## src/rtl/absc_pkg.sv

```systemverilog
`timescale 1ns / 1ps

package absc_pkg;

   localparam int CSR_ADDR_W = 3;
   localparam int CSR_DATA_W = 32;

   localparam logic [0:0] REG_MAX_ATTEMPTS = 1'b0;
   localparam logic [7:0] MAX_ATTEMPTS_RESET = 8'd3;

   localparam logic [1:0] SLOT_A    = 2'd0;
   localparam logic [1:0] SLOT_B    = 2'd1;
   localparam logic [1:0] SLOT_NONE = 2'd2;

   typedef enum logic [1:0] {
      OP_INIT     = 2'd0,
      OP_SCHEDULE = 2'd1,
      OP_SELECT   = 2'd2,
      OP_CONFIRM  = 2'd3
   } opcode_type;

   typedef enum logic [1:0] {
      ST_OK        = 2'd0,
      ST_BAD_ARG   = 2'd1,
      ST_BAD_STATE = 2'd2,
      ST_ROLLBACK  = 2'd3
   } status_type;

   typedef enum logic [1:0] {
      DEC_RECOVERY = 2'd0,
      DEC_SLOT_A   = 2'd1,
      DEC_SLOT_B   = 2'd2
   } decision_type;

   typedef struct packed {
      opcode_type  opcode;
      logic [1:0]  slot;
      logic [31:0] image_sec;
      logic [31:0] image_build;
      logic        image_a_ok;
      logic        image_b_ok;
   } cmd_type;

   typedef struct packed {
      logic [31:0] generation;
      logic        active_slot;
      logic [1:0]  trial_slot;
      logic [7:0]  attempts_left;
      logic [31:0] min_security;
      logic [31:0] confirmed_security;
      logic [31:0] pending_security;
      logic [31:0] confirmed_build;
      logic [31:0] pending_build;
   } state_type;

   localparam state_type STATE_RESET = {32'd0, 1'b0, SLOT_NONE, 8'd0, 32'd0, 32'd0,
                                        32'd0, 32'd0, 32'd0};

   typedef struct packed {
      status_type   status;
      decision_type decision;
      logic         changed;
      state_type    state;
   } result_type;

endpackage

```

## src/rtl/absc_channels.sv

```systemverilog
`timescale 1ns / 1ps

interface absc_req_if;
   logic        valid;
   logic        ready;
   logic [1:0]  opcode;
   logic [1:0]  slot;
   logic [31:0] image_sec;
   logic [31:0] image_build;
   logic        image_a_ok;
   logic        image_b_ok;

   modport source (
      output valid, opcode, slot, image_sec, image_build, image_a_ok,
             image_b_ok,
      input  ready
   );
   modport sink (
      input  valid, opcode, slot, image_sec, image_build, image_a_ok,
             image_b_ok,
      output ready
   );
endinterface

interface absc_rsp_if;
   logic        valid;
   logic        ready;
   logic [1:0]  status;
   logic [1:0]  decision;
   logic        changed;
   logic [31:0] generation_out;
   logic        confirmed_slot_out;
   logic [1:0]  pending_slot_out;
   logic [7:0]  attempts_left_out;
   logic [31:0] min_security_out;
   logic [31:0] pending_security_out;
   logic [31:0] confirmed_build_out;
   logic [31:0] pending_build_out;

   modport source (
      output valid, status, decision, changed, generation_out, confirmed_slot_out,
             pending_slot_out, attempts_left_out, min_security_out,
             pending_security_out, confirmed_build_out, pending_build_out,
      input  ready
   );
   modport sink (
      input  valid, status, decision, changed, generation_out, confirmed_slot_out,
             pending_slot_out, attempts_left_out, min_security_out,
             pending_security_out, confirmed_build_out, pending_build_out,
      output ready
   );
endinterface

```

## src/rtl/absc_cmd_unit.sv

```systemverilog
`timescale 1ns / 1ps

module absc_cmd_unit (
   input  absc_pkg::state_type  state_i,
   input  absc_pkg::cmd_type    cmd_i,
   input  logic [7:0]           max_attempts_i,
   output absc_pkg::state_type  state_o,
   output absc_pkg::result_type result_o
);

   logic        slot_bad;
   logic        state_ok;
   logic        conf_img_ok;
   logic        pend_img_ok;
   logic        booted;
   logic [31:0] gen_inc;
   logic [31:0] gen_next;

   function automatic absc_pkg::decision_type slot_decision(input logic s);
      return s ? absc_pkg::DEC_SLOT_B : absc_pkg::DEC_SLOT_A;
   endfunction

   assign slot_bad = cmd_i.slot[1];

   always_comb begin
      if (state_i.generation == 32'd0 ||
          state_i.confirmed_security != state_i.min_security) begin
         state_ok = 1'b0;
      end else if (state_i.trial_slot == absc_pkg::SLOT_NONE) begin
         state_ok = state_i.attempts_left == 8'd0 && state_i.pending_security == 32'd0 &&
                    state_i.pending_build == 32'd0;
      end else begin
         state_ok = !state_i.trial_slot[1] &&
                    state_i.trial_slot[0] != state_i.active_slot &&
                    state_i.attempts_left <= max_attempts_i &&
                    state_i.pending_security > state_i.min_security;
      end
   end

   // wrap past all ones to 1, never 0
   assign gen_inc  = state_i.generation + 32'd1;
   assign gen_next = (gen_inc == 32'd0) ? 32'd1 : gen_inc;

   assign conf_img_ok = state_i.active_slot ? cmd_i.image_b_ok : cmd_i.image_a_ok;
   assign pend_img_ok = state_i.trial_slot[0] ? cmd_i.image_b_ok : cmd_i.image_a_ok;

   always_comb begin
      state_o           = state_i;
      result_o.status   = absc_pkg::ST_OK;
      result_o.decision = absc_pkg::DEC_RECOVERY;
      result_o.changed  = 1'b0;
      booted            = 1'b0;
      case (cmd_i.opcode)
         absc_pkg::OP_INIT: begin
            if (slot_bad) begin
               result_o.status = absc_pkg::ST_BAD_ARG;
            end else begin
               state_o.generation         = 32'd1;
               state_o.active_slot        = cmd_i.slot[0];
               state_o.trial_slot         = absc_pkg::SLOT_NONE;
               state_o.attempts_left      = 8'd0;
               state_o.min_security       = cmd_i.image_sec;
               state_o.confirmed_security = cmd_i.image_sec;
               state_o.pending_security   = 32'd0;
               state_o.confirmed_build    = cmd_i.image_build;
               state_o.pending_build      = 32'd0;
               result_o.changed           = 1'b1;
            end
         end
         absc_pkg::OP_SCHEDULE: begin
            if (slot_bad) begin
               result_o.status = absc_pkg::ST_BAD_ARG;
            end else if (!state_ok || cmd_i.slot[0] == state_i.active_slot ||
                         state_i.trial_slot != absc_pkg::SLOT_NONE) begin
               result_o.status = absc_pkg::ST_BAD_STATE;
            end else if (cmd_i.image_sec <= state_i.min_security) begin
               result_o.status = absc_pkg::ST_ROLLBACK;
            end else begin
               state_o.trial_slot       = cmd_i.slot;
               state_o.attempts_left    = max_attempts_i;
               state_o.pending_security = cmd_i.image_sec;
               state_o.pending_build    = cmd_i.image_build;
               state_o.generation       = gen_next;
               result_o.changed         = 1'b1;
            end
         end
         absc_pkg::OP_SELECT: begin
            if (!state_ok) begin
               result_o.status = absc_pkg::ST_BAD_STATE;
            end else begin
               if (state_i.trial_slot != absc_pkg::SLOT_NONE) begin
                  if (pend_img_ok && state_i.attempts_left != 8'd0) begin
                     state_o.attempts_left = state_i.attempts_left - 8'd1;
                     result_o.decision     = slot_decision(state_i.trial_slot[0]);
                     booted                = 1'b1;
                  end else begin
                     state_o.trial_slot       = absc_pkg::SLOT_NONE;
                     state_o.attempts_left    = 8'd0;
                     state_o.pending_security = 32'd0;
                     state_o.pending_build    = 32'd0;
                  end
                  state_o.generation = gen_next;
                  result_o.changed   = 1'b1;
               end
               if (!booted && conf_img_ok) begin
                  result_o.decision = slot_decision(state_i.active_slot);
               end
            end
         end
         absc_pkg::OP_CONFIRM: begin
            if (slot_bad) begin
               result_o.status = absc_pkg::ST_BAD_ARG;
            end else if (!state_ok) begin
               result_o.status = absc_pkg::ST_BAD_STATE;
            end else if (state_i.trial_slot == absc_pkg::SLOT_NONE &&
                         cmd_i.slot[0] == state_i.active_slot &&
                         cmd_i.image_sec == state_i.confirmed_security &&
                         cmd_i.image_build == state_i.confirmed_build) begin
               result_o.status = absc_pkg::ST_OK;
            end else if (cmd_i.slot != state_i.trial_slot ||
                         cmd_i.image_sec != state_i.pending_security ||
                         cmd_i.image_build != state_i.pending_build) begin
               result_o.status = absc_pkg::ST_BAD_STATE;
            end else begin
               state_o.active_slot        = cmd_i.slot[0];
               state_o.min_security       = cmd_i.image_sec;
               state_o.confirmed_security = cmd_i.image_sec;
               state_o.confirmed_build    = cmd_i.image_build;
               state_o.trial_slot         = absc_pkg::SLOT_NONE;
               state_o.attempts_left      = 8'd0;
               state_o.pending_security   = 32'd0;
               state_o.pending_build      = 32'd0;
               state_o.generation         = gen_next;
               result_o.changed           = 1'b1;
            end
         end
         default: begin
            result_o.status = absc_pkg::ST_BAD_ARG;
         end
      endcase
      result_o.state = state_o;
   end

endmodule

```

## src/rtl/ab_boot_slot_controller_core.sv

```systemverilog
`timescale 1ns / 1ps

// A/B boot slot controller with anti-rollback.
// req_word carries one command word (initialize, schedule update, select boot,
// confirm running) with a slot, a security counter, a build version and the
// image validity flags. rsp_word returns one word per command: status, boot
// decision, changed flag and the stored state after the command.
// Commands go through the input register, then the result register.
// Throughput: one command per cycle while rsp_word is ready; the whole command
// is decoded and applied in the single stage between the input register and the
// result register. A stalled rsp_word holds its word; the input register keeps
// accepting as long as the result register frees up, so one extra word waits in
// the input register, and req_word.ready drops only when both are full. Reset
// empties both registers and clears the stored state; generation is 0 so only
// initialize succeeds until one is done. max_pending_attempts resets to 3 and
// is written through the csr_ port (byte address 0), only while idle: a rule
// for the user, left unenforced by the block itself.

module ab_boot_slot_controller_core (
   input  logic                                 clock,
   input  logic                                 reset,
   absc_req_if.sink                             req_word,
   absc_rsp_if.source                           rsp_word,
   input  logic                                 csr_psel,
   input  logic                                 csr_penable,
   input  logic                                 csr_pwrite,
   input  logic [absc_pkg::CSR_ADDR_W-1:0]      csr_paddr,
   input  logic [absc_pkg::CSR_DATA_W-1:0]      csr_pwdata,
   output logic [absc_pkg::CSR_DATA_W-1:0]      csr_prdata,
   output logic                                 csr_pready
);

   logic                 s1_valid_ff, s1_valid_in;
   absc_pkg::cmd_type    cmd_ff, cmd_in;
   absc_pkg::state_type  state_ff, state_in;
   logic                 rsp_valid_ff, rsp_valid_in;
   absc_pkg::result_type result_ff, result_in;
   logic [7:0]           max_att_ff, max_att_in;

   absc_pkg::state_type  next_state;
   absc_pkg::result_type next_result;
   absc_pkg::cmd_type    req_cmd;

   logic out_free;
   logic advance;
   logic take;
   logic csr_hit;
   logic csr_wr;

   assign out_free       = !rsp_valid_ff || rsp_word.ready;
   assign advance        = s1_valid_ff && out_free;
   assign req_word.ready = !s1_valid_ff || out_free;
   assign take           = req_word.valid && req_word.ready;

   assign req_cmd.opcode      = absc_pkg::opcode_type'(req_word.opcode);
   assign req_cmd.slot        = req_word.slot;
   assign req_cmd.image_sec   = req_word.image_sec;
   assign req_cmd.image_build = req_word.image_build;
   assign req_cmd.image_a_ok  = req_word.image_a_ok;
   assign req_cmd.image_b_ok  = req_word.image_b_ok;

   absc_cmd_unit u_cmd (
      .state_i        (state_ff),
      .cmd_i          (cmd_ff),
      .max_attempts_i (max_att_ff),
      .state_o        (next_state),
      .result_o       (next_result)
   );

   assign csr_pready = 1'b1;
   assign csr_hit    = csr_paddr[absc_pkg::CSR_ADDR_W-1:2] == absc_pkg::REG_MAX_ATTEMPTS;
   assign csr_wr     = csr_psel && csr_penable && csr_pwrite && csr_pready && csr_hit;
   assign csr_prdata = csr_hit ? {{(absc_pkg::CSR_DATA_W-8){1'b0}}, max_att_ff}
                               : '0;

   always_comb begin
      s1_valid_in  = take ? 1'b1 : (advance ? 1'b0 : s1_valid_ff);
      cmd_in       = take ? req_cmd : cmd_ff;
      state_in     = advance ? next_state : state_ff;
      rsp_valid_in = advance ? 1'b1 : (rsp_word.ready ? 1'b0 : rsp_valid_ff);
      result_in    = advance ? next_result : result_ff;
      max_att_in   = csr_wr ? csr_pwdata[7:0] : max_att_ff;
   end

   always_ff @(posedge clock) begin
      if (reset) begin
         s1_valid_ff  <= 1'b0;
         rsp_valid_ff <= 1'b0;
         max_att_ff   <= absc_pkg::MAX_ATTEMPTS_RESET;
         state_ff     <= absc_pkg::STATE_RESET;
      end else begin
         s1_valid_ff  <= s1_valid_in;
         rsp_valid_ff <= rsp_valid_in;
         max_att_ff   <= max_att_in;
         state_ff     <= state_in;
      end
   end

   always_ff @(posedge clock) begin
      cmd_ff    <= cmd_in;
      result_ff <= result_in;
   end

   assign rsp_word.valid                = rsp_valid_ff;
   assign rsp_word.status               = result_ff.status;
   assign rsp_word.decision             = result_ff.decision;
   assign rsp_word.changed              = result_ff.changed;
   assign rsp_word.generation_out       = result_ff.state.generation;
   assign rsp_word.confirmed_slot_out   = result_ff.state.active_slot;
   assign rsp_word.pending_slot_out     = result_ff.state.trial_slot;
   assign rsp_word.attempts_left_out    = result_ff.state.attempts_left;
   assign rsp_word.min_security_out     = result_ff.state.min_security;
   assign rsp_word.pending_security_out = result_ff.state.pending_security;
   assign rsp_word.confirmed_build_out  = result_ff.state.confirmed_build;
   assign rsp_word.pending_build_out    = result_ff.state.pending_build;

`ifndef SYNTH
   a_changed_only_ok: assert property (@(posedge clock) disable iff (reset)
      rsp_valid_ff && result_ff.changed |-> result_ff.status == absc_pkg::ST_OK)
      else $error("changed word with failing status");

   a_ok_has_generation: assert property (@(posedge clock) disable iff (reset)
      rsp_valid_ff && result_ff.status == absc_pkg::ST_OK |->
         result_ff.state.generation != 32'd0)
      else $error("ok word with zero generation");

   a_state_holds: assert property (@(posedge clock) disable iff (reset)
      !advance |=> $stable(state_ff))
      else $error("state moved without a word");

   a_state_matches_word: assert property (@(posedge clock) disable iff (reset)
      advance |=> rsp_valid_ff && result_ff.state == state_ff)
      else $error("result word does not match stored state");
`endif

endmodule

```

## src/flat_wrapper.sv

```systemverilog
// flat-port wrapper written by rule: the top's interface ports become plain ports
module ab_boot_slot_controller_core_flat 
  (clock, reset, csr_psel, csr_penable, csr_pwrite, csr_paddr, csr_pwdata, csr_prdata, csr_pready, req_word_valid, req_word_opcode, req_word_slot, req_word_image_sec, req_word_image_build, req_word_image_a_ok, req_word_image_b_ok, req_word_ready, rsp_word_valid, rsp_word_status, rsp_word_decision, rsp_word_changed, rsp_word_generation_out, rsp_word_confirmed_slot_out, rsp_word_pending_slot_out, rsp_word_attempts_left_out, rsp_word_min_security_out, rsp_word_pending_security_out, rsp_word_confirmed_build_out, rsp_word_pending_build_out, rsp_word_ready);
  absc_req_if req_word_i ();
  absc_rsp_if rsp_word_i ();
  input  logic clock;
  input  logic reset;
  input  logic csr_psel;
  input  logic csr_penable;
  input  logic csr_pwrite;
  input  logic [absc_pkg::CSR_ADDR_W-1:0] csr_paddr;
  input  logic [absc_pkg::CSR_DATA_W-1:0] csr_pwdata;
  output logic [absc_pkg::CSR_DATA_W-1:0] csr_prdata;
  output logic csr_pready;
  input wire logic [$bits(req_word_i.valid)-1:0] req_word_valid;
  input wire logic [$bits(req_word_i.opcode)-1:0] req_word_opcode;
  input wire logic [$bits(req_word_i.slot)-1:0] req_word_slot;
  input wire logic [$bits(req_word_i.image_sec)-1:0] req_word_image_sec;
  input wire logic [$bits(req_word_i.image_build)-1:0] req_word_image_build;
  input wire logic [$bits(req_word_i.image_a_ok)-1:0] req_word_image_a_ok;
  input wire logic [$bits(req_word_i.image_b_ok)-1:0] req_word_image_b_ok;
  output wire logic [$bits(req_word_i.ready)-1:0] req_word_ready;
  output wire logic [$bits(rsp_word_i.valid)-1:0] rsp_word_valid;
  output wire logic [$bits(rsp_word_i.status)-1:0] rsp_word_status;
  output wire logic [$bits(rsp_word_i.decision)-1:0] rsp_word_decision;
  output wire logic [$bits(rsp_word_i.changed)-1:0] rsp_word_changed;
  output wire logic [$bits(rsp_word_i.generation_out)-1:0] rsp_word_generation_out;
  output wire logic [$bits(rsp_word_i.confirmed_slot_out)-1:0] rsp_word_confirmed_slot_out;
  output wire logic [$bits(rsp_word_i.pending_slot_out)-1:0] rsp_word_pending_slot_out;
  output wire logic [$bits(rsp_word_i.attempts_left_out)-1:0] rsp_word_attempts_left_out;
  output wire logic [$bits(rsp_word_i.min_security_out)-1:0] rsp_word_min_security_out;
  output wire logic [$bits(rsp_word_i.pending_security_out)-1:0] rsp_word_pending_security_out;
  output wire logic [$bits(rsp_word_i.confirmed_build_out)-1:0] rsp_word_confirmed_build_out;
  output wire logic [$bits(rsp_word_i.pending_build_out)-1:0] rsp_word_pending_build_out;
  input wire logic [$bits(rsp_word_i.ready)-1:0] rsp_word_ready;
  assign req_word_i.valid = req_word_valid;
  assign req_word_i.opcode = req_word_opcode;
  assign req_word_i.slot = req_word_slot;
  assign req_word_i.image_sec = req_word_image_sec;
  assign req_word_i.image_build = req_word_image_build;
  assign req_word_i.image_a_ok = req_word_image_a_ok;
  assign req_word_i.image_b_ok = req_word_image_b_ok;
  assign req_word_ready = req_word_i.ready;
  assign rsp_word_valid = rsp_word_i.valid;
  assign rsp_word_status = rsp_word_i.status;
  assign rsp_word_decision = rsp_word_i.decision;
  assign rsp_word_changed = rsp_word_i.changed;
  assign rsp_word_generation_out = rsp_word_i.generation_out;
  assign rsp_word_confirmed_slot_out = rsp_word_i.confirmed_slot_out;
  assign rsp_word_pending_slot_out = rsp_word_i.pending_slot_out;
  assign rsp_word_attempts_left_out = rsp_word_i.attempts_left_out;
  assign rsp_word_min_security_out = rsp_word_i.min_security_out;
  assign rsp_word_pending_security_out = rsp_word_i.pending_security_out;
  assign rsp_word_confirmed_build_out = rsp_word_i.confirmed_build_out;
  assign rsp_word_pending_build_out = rsp_word_i.pending_build_out;
  assign rsp_word_i.ready = rsp_word_ready;
  ab_boot_slot_controller_core u_core (.clock(clock), .reset(reset), .req_word(req_word_i), .rsp_word(rsp_word_i), .csr_psel(csr_psel), .csr_penable(csr_penable), .csr_pwrite(csr_pwrite), .csr_paddr(csr_paddr), .csr_pwdata(csr_pwdata), .csr_prdata(csr_prdata), .csr_pready(csr_pready));
endmodule
```

## config.mk

```make
export PLATFORM = sky130hd
export DESIGN_NAME = ab_boot_slot_controller_core_flat
export DESIGN_NICKNAME = d
export VERILOG_FILES = /design/src/rtl/absc_pkg.sv /design/src/rtl/absc_channels.sv /design/src/rtl/absc_cmd_unit.sv /design/src/rtl/ab_boot_slot_controller_core.sv /design/src/flat_wrapper.sv
export SDC_FILE = /design/constraint.sdc
export NUM_CORES = 1
export LEC_CHECK = 0
export BUFFER_PORTS_ARGS = -buffer_cell sky130_fd_sc_hd__buf_2
export CORE_MARGIN = 10
export CORE_UTILIZATION = 60
export CTS_BUF_LIST = sky130_fd_sc_hd__clkbuf_2 sky130_fd_sc_hd__clkbuf_4 sky130_fd_sc_hd__clkbuf_8
export DETAILED_ROUTE_END_ITERATION = 6
export PLACE_DENSITY = 0.9
export REMOVE_ABC_BUFFERS = 1
export SYNTH_ARGS = -nofsm -noshare
export SYNTH_HDL_FRONTEND = slang
export SYNTH_SLANG_ARGS = --single-unit
```

## constraint.sdc

```tcl
create_clock -name clock -period 9.39 [get_ports clock]
set_clock_uncertainty 0.05 [all_clocks]
set_input_delay 1.4085 -clock clock [delete_from_list [all_inputs] [get_ports clock]]
set_output_delay 1.4085 -clock clock [all_outputs]
set_load 0.01 [all_outputs]
```

==> metrics.txt <==
clock slew seen by the registers of the worst setup and hold paths around 0.060 ns; detail-routed net length per standard cell 28.7 µm; number of warning messages in the yosys log 0; Std-Cell Rows around 70; power share of the combinational group 0.075; post-synthesis cell area 0.0231 mm²; PostCTS Resize Cnt 0; Power Internal 3320 µW; flops & latches, synth ~460; first-pass GRT wire length roughly 130,000 µm; worst hold start u_core.max_att_ff[7]; pin count of the biggest net entering global routing 109; detailed-placement wirelength estimate about 60,000 µm; combined global-route utilization of all metal layers 0.352; Async S/R FF share, synth 0; P&R area growth vs syn 13.5%; number of vias in the routed layout 20,300; share of the clock period used by the worst path 0.606; initial DRC count 2,881; routed wl met3 11,700 µm; power share of the clock group 0.424; crit path DAT 6.19 ns; maximum net fanout on the critical path 66; met1 WL approximately 34,000 µm; Setup Fix Bufs, Post-CTS 0; final critical delay including setup and external delays 5.69 ns; area leader, netlist edfxtp_1; drt pass-1 iters 6; I/O pin cnt 323; overflow left after global routing 0; die outline area 0.0467 mm²; final RePlAce weighted congestion 1.00; overall die height 216 µm; Hold Path Class reg2reg; worst reg2reg startpoint u_core.state_ff[126]; final instance area roughly 0.026 mm²; maximum clock path buffer count 3; residual DRC count 0; Hold Vio Cnt, Final 0; ratio of total power to cell area about 170 mW/mm²; average instance area after synthesis 10.5 µm²; portion of the post-synthesis area used by sequential elements 0.505; unique cell type count in the Yosys netlist 82; sequential share of power 0.500; Final setup violation count 0; sw frac 0.261; highest metal layer with signal wires met5; relative max-transition margin 0.258; total instance count after detailed placement 2,831; achievable frequency approximately 180 MHz; TritonCTS Sinks 459; status finished, final reports clean; number of global-route vias before repair 19,300; chip width 216 µm; Max-Cap Viols 0; number of flops mapped to enable cells by yosys 246; share of the synthesized area in the top cell type 0.320; nature of the critical path endpoint register; layout cell share with drive strength beyond 1 0.190; final standard cell count with taps included and fillers excluded 2,972; worst-skew pair later-pin latency approximately 0.67 ns; Post-Place Cell Area approximately 0.025 mm²; Critical Setup Path Class reg2reg; top library cells by usage in the layout, fill and taps aside buf_2 (271), a22o_1 (261), edfxtp_1 (246), dfxtp_1 (213), nand2_1 (126); hold buffer count at CTS 0; final-report max-slew violation count 0; CTS HTree Levels 3; CP required 9.89 ns; setup repair after global routing missed its margin no; most common cell after layout, fill and taps aside buf_2; clock tree from TritonCTS done; antenna violations before repair 2; Most used DFF post-synth edfxtp_1; gate count after technology mapping 2,203; Port-buffer cells 271; # nets final between 2,000 and 3,000; beginning of the critical path u_core.state_ff[126]; via/cell ratio 6.84; WL final 85,200 µm; crit start category register; Clk Tree Root Cell clkbuf_8; number of antenna-violating nets in the routed design 0; slew at the pin with the worst max-slew slack 1.11 ns; Initial Util 0.610; detailed route wirelength on metal2 between 30,000 and 40,000 µm; net switching power figure approximately 1200 µW; peak supply drop roughly 150 µV; Inserted Clock Buffers between 70 and 80; Synth area leaders edfxtp_1 (32%), dfxtp_1 (18%), a22o_1 (9.9%), ha_1 (4.4%), xor2_1 (3.0%); Static Leakage 0.0102 µW; area of the core 0.0378 mm²; final setup TNS 0 ns
-- power groups by stage --
stage	clock [µW]	combinational [µW]	sequential, µW
5_1_grt	2000	357	2250
3_3_place_gp	0	319	2280
6_report	1910	338	2250
3_5_place_dp	0	327	2280
2_1_floorplan	0	157	2280
4_1_cts	1920	329	2240
-- kinds of logic (layout without fill, tap and decap cells) --
logic type                 count (synthesis)  count (layout)  share of synthesized area
AOI/OAI and AO/OA                        660             660                      0.212
and+or+nand+nor                          548             548                      0.126
DFF                                      459             459                      0.505
buffers and inverters                    307             540                     0.0556
xor gates and xnor gates                 134             134                     0.0509
adders and majority gates                 81              81                     0.0439
muxes                                     12              12                    0.00537
other                                      2              27                   0.000326
-- Yosys cell counts (8+ instances only) --
| cell | n |
|---|---|
| buf_1 | 11 |
| xor2_1 | 79 |
| and3_1 | 16 |
| a22oi_1 | 8 |
| a221oi_1 | 8 |
| dfxtp_1 | 213 |
| buf_4 | 26 |
| nand2_1 | 126 |
| nor3_1 | 22 |
| or3_1 | 8 |
| nand4_1 | 55 |
| nor2b_1 | 25 |
| o21ai_0 | 88 |
| o2111ai_1 | 10 |
| a31oi_1 | 39 |
| mux2i_1 | 9 |
| nand3_1 | 46 |
| ha_1 | 81 |
| or4_1 | 9 |
| clkbuf_1 | 143 |
| nand2b_1 | 34 |
| o22ai_1 | 15 |
| a21oi_1 | 104 |
| and4_1 | 9 |
| nor2_1 | 88 |
| a211oi_1 | 21 |
| a22o_1 | 261 |
| o31ai_1 | 15 |
| and2_1 | 12 |
| inv_1 | 98 |
| xnor2_1 | 55 |
| nor4_1 | 77 |
| a21o_1 | 13 |
| buf_2 | 25 |
| o211ai_1 | 16 |
| edfxtp_1 | 246 |
-- path summary, 6_finish.rpt --
| check | slack [ns] | cells past startpoint | end |
|---|---|---|---|
| setup / recovery | 3.70 | 11 | u_core.state_ff[62] |
| hold / removal | 0.41 | 2 | u_core.max_att_ff[7] |
| setup reg to reg | 3.70 | 11 | u_core.state_ff[62] |
| hold reg to reg | 0.41 | 2 | u_core.max_att_ff[7] |
-- flip-flops by register name, summed over array words and instances (netlist names), 2 cells and up --
name	cells
u_core.rsp_word.pending_security_out	32
u_core.rsp_word.pending_build_out	32
u_core.rsp_word.generation_out	32
u_core.rsp_word.decision	2
u_core.rsp_word.confirmed_build_out	32
u_core.rsp_word.status	2
u_core.rsp_word.min_security_out	32
u_core.max_att_ff	8
u_core.cmd_ff	70
u_core.state_ff	203
u_core.rsp_word.attempts_left_out	8
u_core.rsp_word.pending_slot_out	2
-- worst max-delay path: stages (launching register included) --
cell	delay (ns)
dfxtp_1	0.57
xor2_1	0.12
nor4_1	0.80
nand4_1	0.42
nor3_2	0.56
or4b_4	0.65
o31ai_4	0.72
nand3b_1	0.13
buf_4	0.40
o21a_2	0.32
buf_4	0.31
a22o_1	0.37
-- cell type report --
cell class / instances / area, µm²
Antenna cell: 2 / 5.00
Clock buffer: 112 / 1380
Clock inverter: 27 / 262
Fill cell: 2823 / 11700
Inverter: 100 / 380
Multi-Input combinational cell: 1460 / 10300
Sequential cell: 459 / 11700
Tap cell: 511 / 639
Timing Repair Buffer: 301 / 1580
-- layer usage --
metal,vias up,global-route usage
met5,-,0
met4,2,0.123
met3,219,0.0964
met2,1583,0.517
met1,9791,0.492
li1,8730,-
-- through the flow --
| step | hold WS [ns] | setup slack (ns) | power (µW) | util |
|---|---|---|---|---|
| after floorplan | 0.380 | 0.519 | 2440 | - |
| after global placement | 0.394 | 4.19 | 2600 | 0.648 |
| after detailed placement | 0.406 | 4.04 | 2610 | 0.648 |
| after CTS | 0.414 | 4.03 | 4490 | 0.692 |
| after global routing | 0.439 | 3.61 | 4610 | 0.692 |
| final | 0.412 | 3.70 | 4490 | 0.692 |
(Power assumes the default switching activity.)
